--- src/hlbc_pkg.sv ---
`default_nettype none
package hlbc_pkg;

   localparam int DEFAULT_SLOTS   = 32;
   localparam int DEFAULT_BUCKETS = 13;
   localparam int BW              = 4;     // bucket id width
   localparam int REFS_W          = 8;
   localparam logic [REFS_W-1:0] REFS_MAX = 8'd255;

   localparam logic [1:0] ACT_GET     = 2'd0;
   localparam logic [1:0] ACT_RELEASE = 2'd1;
   localparam logic [1:0] ACT_PIN     = 2'd2;
   localparam logic [1:0] ACT_UNPIN   = 2'd3;

   localparam logic [1:0] ST_OK      = 2'd0;
   localparam logic [1:0] ST_NO_FREE = 2'd1;
   localparam logic [1:0] ST_ZERO    = 2'd2;

   typedef struct packed {
      logic [1:0]  action;
      logic [7:0]  device_id;
      logic [31:0] block_number;
      logic [4:0]  buffer_index;
   } req_type;

   typedef struct packed {
      logic [4:0] slot;
      logic       hit;
      logic       needs_fill;
      logic [1:0] status;
   } rsp_type;

   typedef enum logic [2:0] {
      RSP_NONE = 3'd0,
      RSP_IDX  = 3'd1,
      RSP_HIT  = 3'd2,
      RSP_FULL = 3'd3,
      RSP_FILL = 3'd4
   } rsp_kind_type;

   typedef struct packed {
      logic         load;
      logic         mod_step;
      logic         cnt_clr;
      logic         found_clr;
      logic         hit_step;
      logic         vic_step;
      logic         hit_commit;
      logic         mru_step;
      logic         fill_commit;
      logic         idx_op;
      rsp_kind_type rsp;
   } cmd_type;

   typedef struct packed {
      logic mod_last;
      logic scan_last;
      logic found;
      logic steal;
      logic rel_zero;
      logic rsp_busy;
   } stat_type;

endpackage
`default_nettype wire

--- src/hlbc_ctrl.sv ---
`default_nettype none
module hlbc_ctrl (
   input  wire logic              clock,
   input  wire logic              reset,
   input  wire logic              req_valid,
   output logic                   req_ready,
   input  wire logic [1:0]        req_action,
   input  wire hlbc_pkg::stat_type stat,
   output hlbc_pkg::cmd_type      cmd
);
   import hlbc_pkg::*;

   typedef enum logic [8:0] {
      S_IDLE   = 9'b000000001,
      S_MOD    = 9'b000000010,
      S_HIT    = 9'b000000100,
      S_HITCHK = 9'b000001000,
      S_VIC    = 9'b000010000,
      S_VICCHK = 9'b000100000,
      S_MRU    = 9'b001000000,
      S_FILL   = 9'b010000000,
      S_IDX    = 9'b100000000
   } state_type;

   state_type state_ff, state_in;
   logic      mru_get_ff, mru_get_in;

   assign req_ready = (state_ff == S_IDLE) && !stat.rsp_busy;

   always_comb begin
      cmd        = '0;
      cmd.rsp    = RSP_NONE;
      state_in   = state_ff;
      mru_get_in = mru_get_ff;
      unique case (state_ff)
         S_IDLE: begin
            if (req_valid && req_ready) begin
               cmd.load = 1'b1;
               state_in = (req_action == ACT_GET) ? S_MOD : S_IDX;
            end
         end
         S_MOD: begin
            cmd.mod_step = 1'b1;
            if (stat.mod_last) begin
               cmd.cnt_clr   = 1'b1;
               cmd.found_clr = 1'b1;
               state_in      = S_HIT;
            end
         end
         S_HIT: begin
            cmd.hit_step = 1'b1;
            if (stat.scan_last) state_in = S_HITCHK;
         end
         S_HITCHK: begin
            if (stat.found) begin
               cmd.hit_commit = 1'b1;
               cmd.rsp        = RSP_HIT;
               state_in       = S_IDLE;
            end else begin
               cmd.cnt_clr   = 1'b1;
               cmd.found_clr = 1'b1;
               state_in      = S_VIC;
            end
         end
         S_VIC: begin
            cmd.vic_step = 1'b1;
            if (stat.scan_last) state_in = S_VICCHK;
         end
         S_VICCHK: begin
            if (!stat.found) begin
               cmd.rsp  = RSP_FULL;
               state_in = S_IDLE;
            end else if (stat.steal) begin
               cmd.cnt_clr = 1'b1;
               mru_get_in  = 1'b1;
               state_in    = S_MRU;
            end else begin
               state_in = S_FILL;
            end
         end
         S_MRU: begin
            cmd.mru_step = 1'b1;
            if (stat.scan_last) state_in = mru_get_ff ? S_FILL : S_IDLE;
         end
         S_FILL: begin
            cmd.fill_commit = 1'b1;
            cmd.rsp         = RSP_FILL;
            state_in        = S_IDLE;
         end
         S_IDX: begin
            cmd.idx_op = 1'b1;
            cmd.rsp    = RSP_IDX;
            if (stat.rel_zero) begin
               cmd.cnt_clr = 1'b1;
               mru_get_in  = 1'b0;
               state_in    = S_MRU;
            end else begin
               state_in = S_IDLE;
            end
         end
         default: state_in = S_IDLE;
      endcase
   end

   always_ff @(posedge clock) begin
      if (reset) begin
         state_ff   <= S_IDLE;
         mru_get_ff <= 1'b0;
      end else begin
         state_ff   <= state_in;
         mru_get_ff <= mru_get_in;
      end
   end

endmodule
`default_nettype wire

--- src/hlbc_datapath.sv ---
`default_nettype none
module hlbc_datapath #(
   parameter int SLOTS   = hlbc_pkg::DEFAULT_SLOTS,
   parameter int BUCKETS = hlbc_pkg::DEFAULT_BUCKETS
) (
   input  wire logic               clock,
   input  wire logic               reset,
   input  wire hlbc_pkg::req_type  req_data,
   input  wire hlbc_pkg::cmd_type  cmd,
   output hlbc_pkg::stat_type      stat,
   output logic                    rsp_valid,
   input  wire logic               rsp_ready,
   output hlbc_pkg::rsp_type       rsp_data
);
   import hlbc_pkg::*;

   localparam int IW = (SLOTS > 1) ? $clog2(SLOTS) : 1;

   logic [7:0]        dev_ff    [SLOTS];
   logic [31:0]       blk_ff    [SLOTS];
   logic [REFS_W-1:0] refs_ff   [SLOTS];
   logic              valid_ff  [SLOTS];
   logic [BW-1:0]     bucket_ff [SLOTS];
   logic [IW-1:0]     rank_ff   [SLOTS];

   req_type           req_ff;
   logic [31:0]       modsh_ff;
   logic [2:0]        mcnt_ff;
   logic [BW-1:0]     rem_ff, rem_in;
   logic [IW-1:0]     cnt_ff;
   logic              found_ff;
   logic [IW-1:0]     fidx_ff;
   logic [IW-1:0]     frank_ff;
   logic [BW:0]       fdist_ff;
   logic              fvalid_ff;
   logic [REFS_W-1:0] frefs_ff;
   logic              rsp_valid_ff;
   rsp_type           rsp_ff;
   logic [1:0]        idx_status;

   logic [IW-1:0]     tgt, rd_addr;
   logic              tgt_ok;
   logic [7:0]        dev_rd;
   logic [31:0]       blk_rd;
   logic [REFS_W-1:0] refs_rd;
   logic              valid_rd;
   logic [BW-1:0]     bucket_rd;
   logic [IW-1:0]     rank_rd;
   logic              hit_take, vic_take;
   logic [BW:0]       b5, r5, bkt_gap;

   assign tgt      = IW'(req_ff.buffer_index);
   assign tgt_ok   = int'(req_ff.buffer_index) < SLOTS;
   assign rd_addr  = cmd.idx_op ? tgt : cnt_ff;
   assign dev_rd    = dev_ff[rd_addr];
   assign blk_rd    = blk_ff[rd_addr];
   assign refs_rd   = refs_ff[rd_addr];
   assign valid_rd  = valid_ff[rd_addr];
   assign bucket_rd = bucket_ff[rd_addr];
   assign rank_rd   = rank_ff[rd_addr];

   // block mod BUCKETS, four bits per cycle from the top
   always_comb begin
      logic [BW:0] r;
      r = {1'b0, rem_ff};
      for (int k = 0; k < 4; k++) begin
         r = {r[BW-1:0], modsh_ff[31-k]};
         if (r >= (BW+1)'(BUCKETS)) r = r - (BW+1)'(BUCKETS);
      end
      rem_in = r[BW-1:0];
   end

   // cyclic distance of the slot's bucket past the request bucket
   assign b5      = {1'b0, bucket_rd};
   assign r5      = {1'b0, rem_ff};
   assign bkt_gap = (b5 >= r5) ? (b5 - r5) : (b5 + (BW+1)'(BUCKETS) - r5);

   assign hit_take = (bucket_rd == rem_ff) && (dev_rd == req_ff.device_id) &&
                     (blk_rd == req_ff.block_number) &&
                     (!found_ff || rank_rd > frank_ff);

   // own bucket: least recent; other buckets: nearest, then most recent
   assign vic_take = (refs_rd == '0) &&
                     (!found_ff || bkt_gap < fdist_ff ||
                      (bkt_gap == fdist_ff &&
                       ((bkt_gap == '0) ? (rank_rd < frank_ff) : (rank_rd > frank_ff))));

   always_comb begin
      idx_status = ST_OK;
      if (tgt_ok && req_ff.action != ACT_PIN && refs_rd == '0) idx_status = ST_ZERO;
   end

   assign stat.mod_last  = (mcnt_ff == 3'd7);
   assign stat.scan_last = (cnt_ff == IW'(SLOTS - 1));
   assign stat.found     = found_ff;
   assign stat.steal     = (fdist_ff != '0);
   assign stat.rel_zero  = cmd.idx_op && tgt_ok && (req_ff.action == ACT_RELEASE) &&
                           (refs_rd == REFS_W'(1));
   assign stat.rsp_busy  = rsp_valid_ff;

   always_ff @(posedge clock) begin
      if (cmd.load) begin
         req_ff   <= req_data;
         modsh_ff <= req_data.block_number;
         mcnt_ff  <= '0;
         rem_ff   <= '0;
      end
      if (cmd.mod_step) begin
         modsh_ff <= {modsh_ff[27:0], 4'd0};
         mcnt_ff  <= mcnt_ff + 3'd1;
         rem_ff   <= rem_in;
      end
      if (cmd.cnt_clr) cnt_ff <= '0;
      else if (cmd.hit_step || cmd.vic_step || cmd.mru_step) cnt_ff <= cnt_ff + IW'(1);
      if (cmd.found_clr) found_ff <= 1'b0;
      if ((cmd.hit_step && hit_take) || (cmd.vic_step && vic_take)) begin
         found_ff  <= 1'b1;
         fidx_ff   <= cnt_ff;
         frank_ff  <= rank_rd;
         fdist_ff  <= cmd.vic_step ? bkt_gap : '0;
         fvalid_ff <= valid_rd;
         frefs_ff  <= refs_rd;
      end
      if (cmd.idx_op) begin
         fidx_ff  <= tgt;
         frank_ff <= rank_rd;
      end
   end

   always_ff @(posedge clock) begin
      if (reset) begin
         for (int i = 0; i < SLOTS; i++) begin
            dev_ff[i]    <= '0;
            blk_ff[i]    <= '0;
            refs_ff[i]   <= '0;
            valid_ff[i]  <= 1'b0;
            bucket_ff[i] <= BW'(i % BUCKETS);
            rank_ff[i]   <= IW'(i);
         end
      end else begin
         if (cmd.hit_commit) begin
            if (frefs_ff != REFS_MAX) refs_ff[fidx_ff] <= frefs_ff + REFS_W'(1);
            valid_ff[fidx_ff] <= 1'b1;
         end
         if (cmd.mru_step) begin
            if (cnt_ff == fidx_ff) rank_ff[cnt_ff] <= IW'(SLOTS - 1);
            else if (rank_rd > frank_ff) rank_ff[cnt_ff] <= rank_rd - IW'(1);
         end
         if (cmd.fill_commit) begin
            dev_ff[fidx_ff]    <= req_ff.device_id;
            blk_ff[fidx_ff]    <= req_ff.block_number;
            refs_ff[fidx_ff]   <= REFS_W'(1);
            valid_ff[fidx_ff]  <= 1'b1;
            bucket_ff[fidx_ff] <= rem_ff;
         end
         if (cmd.idx_op && tgt_ok) begin
            if (req_ff.action == ACT_PIN) begin
               if (refs_rd != REFS_MAX) refs_ff[tgt] <= refs_rd + REFS_W'(1);
            end else if (refs_rd != '0) begin
               refs_ff[tgt] <= refs_rd - REFS_W'(1);
            end
         end
      end
   end

   always_ff @(posedge clock) begin
      case (cmd.rsp)
         RSP_IDX:  rsp_ff <= '{slot: req_ff.buffer_index, hit: 1'b0,
                               needs_fill: 1'b0, status: idx_status};
         RSP_HIT:  rsp_ff <= '{slot: 5'(fidx_ff), hit: 1'b1,
                               needs_fill: !fvalid_ff, status: ST_OK};
         RSP_FULL: rsp_ff <= '{slot: 5'd0, hit: 1'b0,
                               needs_fill: 1'b0, status: ST_NO_FREE};
         RSP_FILL: rsp_ff <= '{slot: 5'(fidx_ff), hit: 1'b0,
                               needs_fill: 1'b1, status: ST_OK};
         default:  ;
      endcase
      if (reset) rsp_valid_ff <= 1'b0;
      else if (cmd.rsp != RSP_NONE) rsp_valid_ff <= 1'b1;
      else if (rsp_ready) rsp_valid_ff <= 1'b0;
   end

   assign rsp_valid = rsp_valid_ff;
   assign rsp_data  = rsp_ff;

endmodule
`default_nettype wire

--- src/hashed_lru_block_buffer_cache_core.sv ---
// Get: bucket hashing, then a match scan over every slot, a victim scan over every
//   slot and, on a steal, a recency sweep over every slot before the result beat;
//   a hit ends after the match scan, a full cache after the victim scan.
// Release/pin/unpin: the index state registers the result beat; release to zero adds
//   a recency sweep over every slot before the next request is taken.
// One request in flight; the next is taken once the result beat is gone.
// Synchronous reset restores every slot descriptor at once, no clearing pass.
`default_nettype none
module hashed_lru_block_buffer_cache_core #(
   parameter int SLOTS   = hlbc_pkg::DEFAULT_SLOTS,
   parameter int BUCKETS = hlbc_pkg::DEFAULT_BUCKETS
) (
   input  wire logic              clock,
   input  wire logic              reset,
   input  wire logic              req_valid,
   output logic                   req_ready,
   input  wire hlbc_pkg::req_type req_data,
   output logic                   rsp_valid,
   input  wire logic              rsp_ready,
   output hlbc_pkg::rsp_type      rsp_data
);
   import hlbc_pkg::*;

   // controller sequences scans; datapath holds slot table and result beat
   cmd_type  cmd;
   stat_type stat;

   hlbc_ctrl u_ctrl (
      .clock      (clock),
      .reset      (reset),
      .req_valid  (req_valid),
      .req_ready  (req_ready),
      .req_action (req_data.action),
      .stat       (stat),
      .cmd        (cmd)
   );

   hlbc_datapath #(
      .SLOTS   (SLOTS),
      .BUCKETS (BUCKETS)
   ) u_dp (
      .clock     (clock),
      .reset     (reset),
      .req_data  (req_data),
      .cmd       (cmd),
      .stat      (stat),
      .rsp_valid (rsp_valid),
      .rsp_ready (rsp_ready),
      .rsp_data  (rsp_data)
   );

endmodule
`default_nettype wire

--- config.mk ---
export PLATFORM = sky130hd
export DESIGN_NAME = hashed_lru_block_buffer_cache_core
export DESIGN_NICKNAME = d
export VERILOG_FILES = /design/src/hlbc_pkg.sv /design/src/hlbc_ctrl.sv /design/src/hlbc_datapath.sv /design/src/hashed_lru_block_buffer_cache_core.sv
export SDC_FILE = /design/constraint.sdc
export NUM_CORES = 2
export LEC_CHECK = 0
export BUFFER_PORTS_ARGS = -buffer_cell sky130_fd_sc_hd__buf_2
export CAP_MARGIN = 30
export CORE_MARGIN = 3
export CORE_UTILIZATION = 25
export CTS_CLUSTER_SIZE = 8
export DETAILED_ROUTE_END_ITERATION = 6
export GPL_TIMING_DRIVEN = 1
export SETUP_SLACK_MARGIN = 0.02
export SYNTH_ARGS = -nofsm -noshare
export SYNTH_HDL_FRONTEND = slang
export SYNTH_SLANG_ARGS = --single-unit
--- constraint.sdc ---
create_clock -name clock -period 8.3 [get_ports clock]
set_clock_uncertainty 0.2 [all_clocks]
set_input_delay 1.245 -clock clock [delete_from_list [all_inputs] [get_ports clock]]
set_output_delay 1.245 -clock clock [all_outputs]
set_load 0.005 [all_outputs]
==> out/results.ini <==
[run_status]
outcome=finished with violations
violations=design-rule violations

[finish]
area_growth_pct=15.6
nNetsFinal=8319
drive_above_1_share_pct=11.2
nFillCells=38320

[yosys]
yosys.area.top_type_share_pct=61.1
ys.flop_type=edfxtp_1
synth_top_cell_by_area=edfxtp_1
async_reset_ff_share_pct=0
synthesis.area_um2=95300
syn_avg_cell_area_um2=11.5
synth_top_family_by_area=simple AND/OR/NAND/NOR gates
yosys.area_share.simple_pct=21.5
synth-compound-area-share_pct=7.69
syn-num-nets=8388
synth-seq-area-share_pct=62.2
synthAdderAreaFrac_pct=0.567
yosysUniqueCellTypes=104
synth_mux_area_share_pct=3.81
yosys-top-cells-area=edfxtp_1, and2_1, nand2_1
synth_edf_count=1939
yosysWarnings=0
synth_xor_xnor_area_share_pct=0.586
synth_cells=8295
yosys_register_bits=1992

[critical_path]
path_delay_family=simple AND/OR/NAND/NOR gates
cp-start-kind=flop
max_stage_delay_ns=0.77
cp_slowest_cell=or4_4
critPathRequiredTime_ns=8.76
reg2regPathDepth=22
cp_max_fo=79
critical_path_buf_inv_count=4
r2r_start=u_ctrl.state_ff[0]
cp_cell_sequence=or4_4 > nor4_4 > nor2_4 > inv_8 > buf_6 > and3_1 > a311oi_1 > a311oi_1 > a311o_1 > o21ai_0 > ha_1 > inv_1 > ha_1 > xor2_1 > a21oi_1 > nand4_1 > nor2_2 > mux2i_1 > or3b_2 > a311oi_1 > or3_1 > buf_12
crit_type=flop to flop
crit_top_cell=a311oi_1
end_kind=flop
reg2reg_to=u_dp.frank_ff[3]
reg2reg_slack_ns=0.37
critPathArrivalTime_ns=8.39

[worst_hold_path]
whs_path_depth=2
min_from=u_dp.modsh_ff[0]
min_path_type=flop to flop
hold_path_end=u_dp.modsh_ff[0]

[global_route]
use_met1_pct=23.7
grt_pass1_wl_um=515000
track_usage_pct=18.3
overflow=0
grtUsageMet2_pct=27.7
met3_usage_pct=5.21
top_usage_layer=met2
grt_max_degree=127
first_global_vias=67002
antenna_found_initial=33

[die]
num_rows=226
coreArea_um2=379000
ios=62
dieArea_um2=388000
start_util_pct=25.1
die_y_um=623
die_w_um=623

[placed_design]
io_buffers=61
dp_hpwl_um=210000
gp_congestion=0.939

[timing]
hold_ws_ns=0.253
fin_setup_tns_ns=0
relSlewSlack_pct=25.8
setup_viol=0
rsz0062_at_grt=no
worstMarginPinSlew_ns=1.11
clock.fmax_ghz=0.126
period_share_pct=95.5
final-hold-violation-count=0
drv_slew=0
fin_crit_ns=7.93

[cts]
cts_hold_buf=0
cts_root_buffer=clkbuf_16
cts_buffer_depth=4
clk_pin_slew_ns=0.06
clkLatencyLatePin_ns=0.96
htree_levels=5
tritoncts=done
cts_sinks=1992
cts_buffers=299

[drt]
drt_pass1_iterations=7
ant_nets=0
drt_iter0_markers=10790
routed-via-count=71220
wirelength_um=369000
via_per_inst=5.35
route.detailed.drc=6
wire_per_inst_um=27.7

[power]
total_leakage_power_uw=0.0381
p_per_area_nw_per_um2=273
irDropWorstVdd_v=0.000229

[job]
max_cap_violations=0

Yosys cell counts, drive strengths merged (18+ instances only):
library cell / instances
nand3: 309
a32oi: 124
a22oi: 18
o31ai: 25
and3: 166
mux2i: 291
mux2: 26
nor4: 47
o22ai: 76
a31oi: 105
or2: 65
o21bai: 21
a2111oi: 34
inv: 82
xor2: 32
edfxtp: 1939
nand2b: 103
nand2: 1232
nand4: 59
nor2: 437
a21oi: 124
dfxtp: 53
mux4: 19
xnor2: 30
o21ai: 88
a311oi: 80
a22o: 28
buf: 226
nor3: 272
ha: 40
a211oi: 108
and2: 1273
clkbuf: 528
sequential cells by signal (all words and copies together) (netlist names):
name,count
u_dp.rank_ff,160
u_dp.rem_ff,4
u_dp.refs_ff,256
u_dp.rsp_data,9
u_dp.mcnt_ff,3
u_dp.tgt,5
u_ctrl.state_ff,9
u_dp.cnt_ff,5
u_dp.blk_ff,1024
u_dp.frefs_ff,8
u_dp.bucket_ff,128
u_dp.modsh_ff,32
u_dp.found_ff,1
u_dp.rsp_valid,1
u_dp.fidx_ff,5
u_dp.fvalid_ff,1
u_dp.dev_ff,256
u_dp.fdist_ff,5
u_ctrl.mru_get_ff,1
u_dp.frank_ff,5
u_dp.valid_ff,32
u_dp.req_ff,42
timing repair:
action / in CTS / in global routing
endpoints found under the setup margin: 0 / 25
setup buffers: 0 / 4
gates resized for setup: 0 / 6
hold endpoints to repair: 0 / 0
layout by cell type, fill, tap and decap left out, types with 102 or more instances in the layout:
| cell type | instances |
|---|---|
| and3_1 | 165 |
| a211oi_1 | 104 |
| a31oi_1 | 102 |
| nor3_1 | 268 |
| buf_4 | 292 |
| mux2i_1 | 282 |
| a32oi_1 | 121 |
| edfxtp_1 | 1939 |
| nand2b_1 | 102 |
| nor2_1 | 396 |
| clkbuf_16 | 305 |
| and2_1 | 1271 |
| nand3_1 | 304 |
| nand2_1 | 1230 |
| a21oi_1 | 122 |
where the power goes:
part	internal, µW	switching, µW	total (µW)
sequential	11600	245	11800
combinational	2080	5360	7430
clock	6510	4260	10800
total	20200	9860	30000
area by class of cell:
cell class                 instances  area [µm²]  area share [%]
multi-input combinational       5463       33200            30.1
timing repair buffer             384        3090            2.81
sequential                      1992       59300            53.8
tap                             5016        6280            5.70
antenna                           19        47.5          0.0432
clock inverter                     7        61.3          0.0557
inverter                          86         345           0.314
clock buffer                     353        7830            7.11
metrics by stage:
| step | total power (µW) | cells | utilization [%] | instance area [µm²] | worst slack [ns] |
|---|---|---|---|---|---|
| 6_report | 30000 | 13320 | 29.0 | 110000 | 0.370 |
| 5_1_grt | 30800 | 13305 | 29.0 | 110000 | 0.179 |
| 4_1_cts | 29800 | 13293 | 29.0 | 110000 | 0.164 |
| 3_5_place_dp | 19100 | 12933 | 26.9 | 102000 | 0.208 |
| 3_3_place_gp | 19100 | 12913 | 26.8 | 102000 | 0.0989 |
| 2_1_floorplan | 16300 | 8295 | - | 95300 | 0.753 |
how the worst max path moves through the flow:
stage	start	end	slack, ns	cells past startpoint
2_1_floorplan	u_ctrl.state_ff[1]	u_dp.fdist_ff[0]	0.75	31
3_3_place_gp	u_ctrl.state_ff[0]	u_dp.frank_ff[0]	0.1	20
3_5_place_dp	u_ctrl.state_ff[0]	u_dp.frank_ff[2]	0.21	24
4_1_cts	u_ctrl.state_ff[0]	u_dp.fdist_ff[3]	0.16	24
5_1_grt	u_ctrl.state_ff[0]	u_dp.frank_ff[2]	0.18	24
6_report	u_ctrl.state_ff[0]	u_dp.frank_ff[3]	0.37	22
kinds of logic (layout without fill, tap and decap cells):
group	after synthesis	after routing
simple gates	4029	4029
mux	336	336
compound gates	994	994
fa+ha+maj	42	42
buf+inv	840	830
flops	1992	1992
other cells	0	19
xor+xnor	62	62
tightest hold or removal path: stages, from the launching register on:
cell and delay, ns:
dfxtp_1 0.30, nand2_1 0.05, a21oi_1 0.05
layer usage:
metal	vias up	wire, µm
li1	29699	-
met1	35356	139000
met2	5153	161000
met3	1002	47300
met4	10	21300
met5	-	69
No activity file was read; power rests on OpenSTA's default activity.
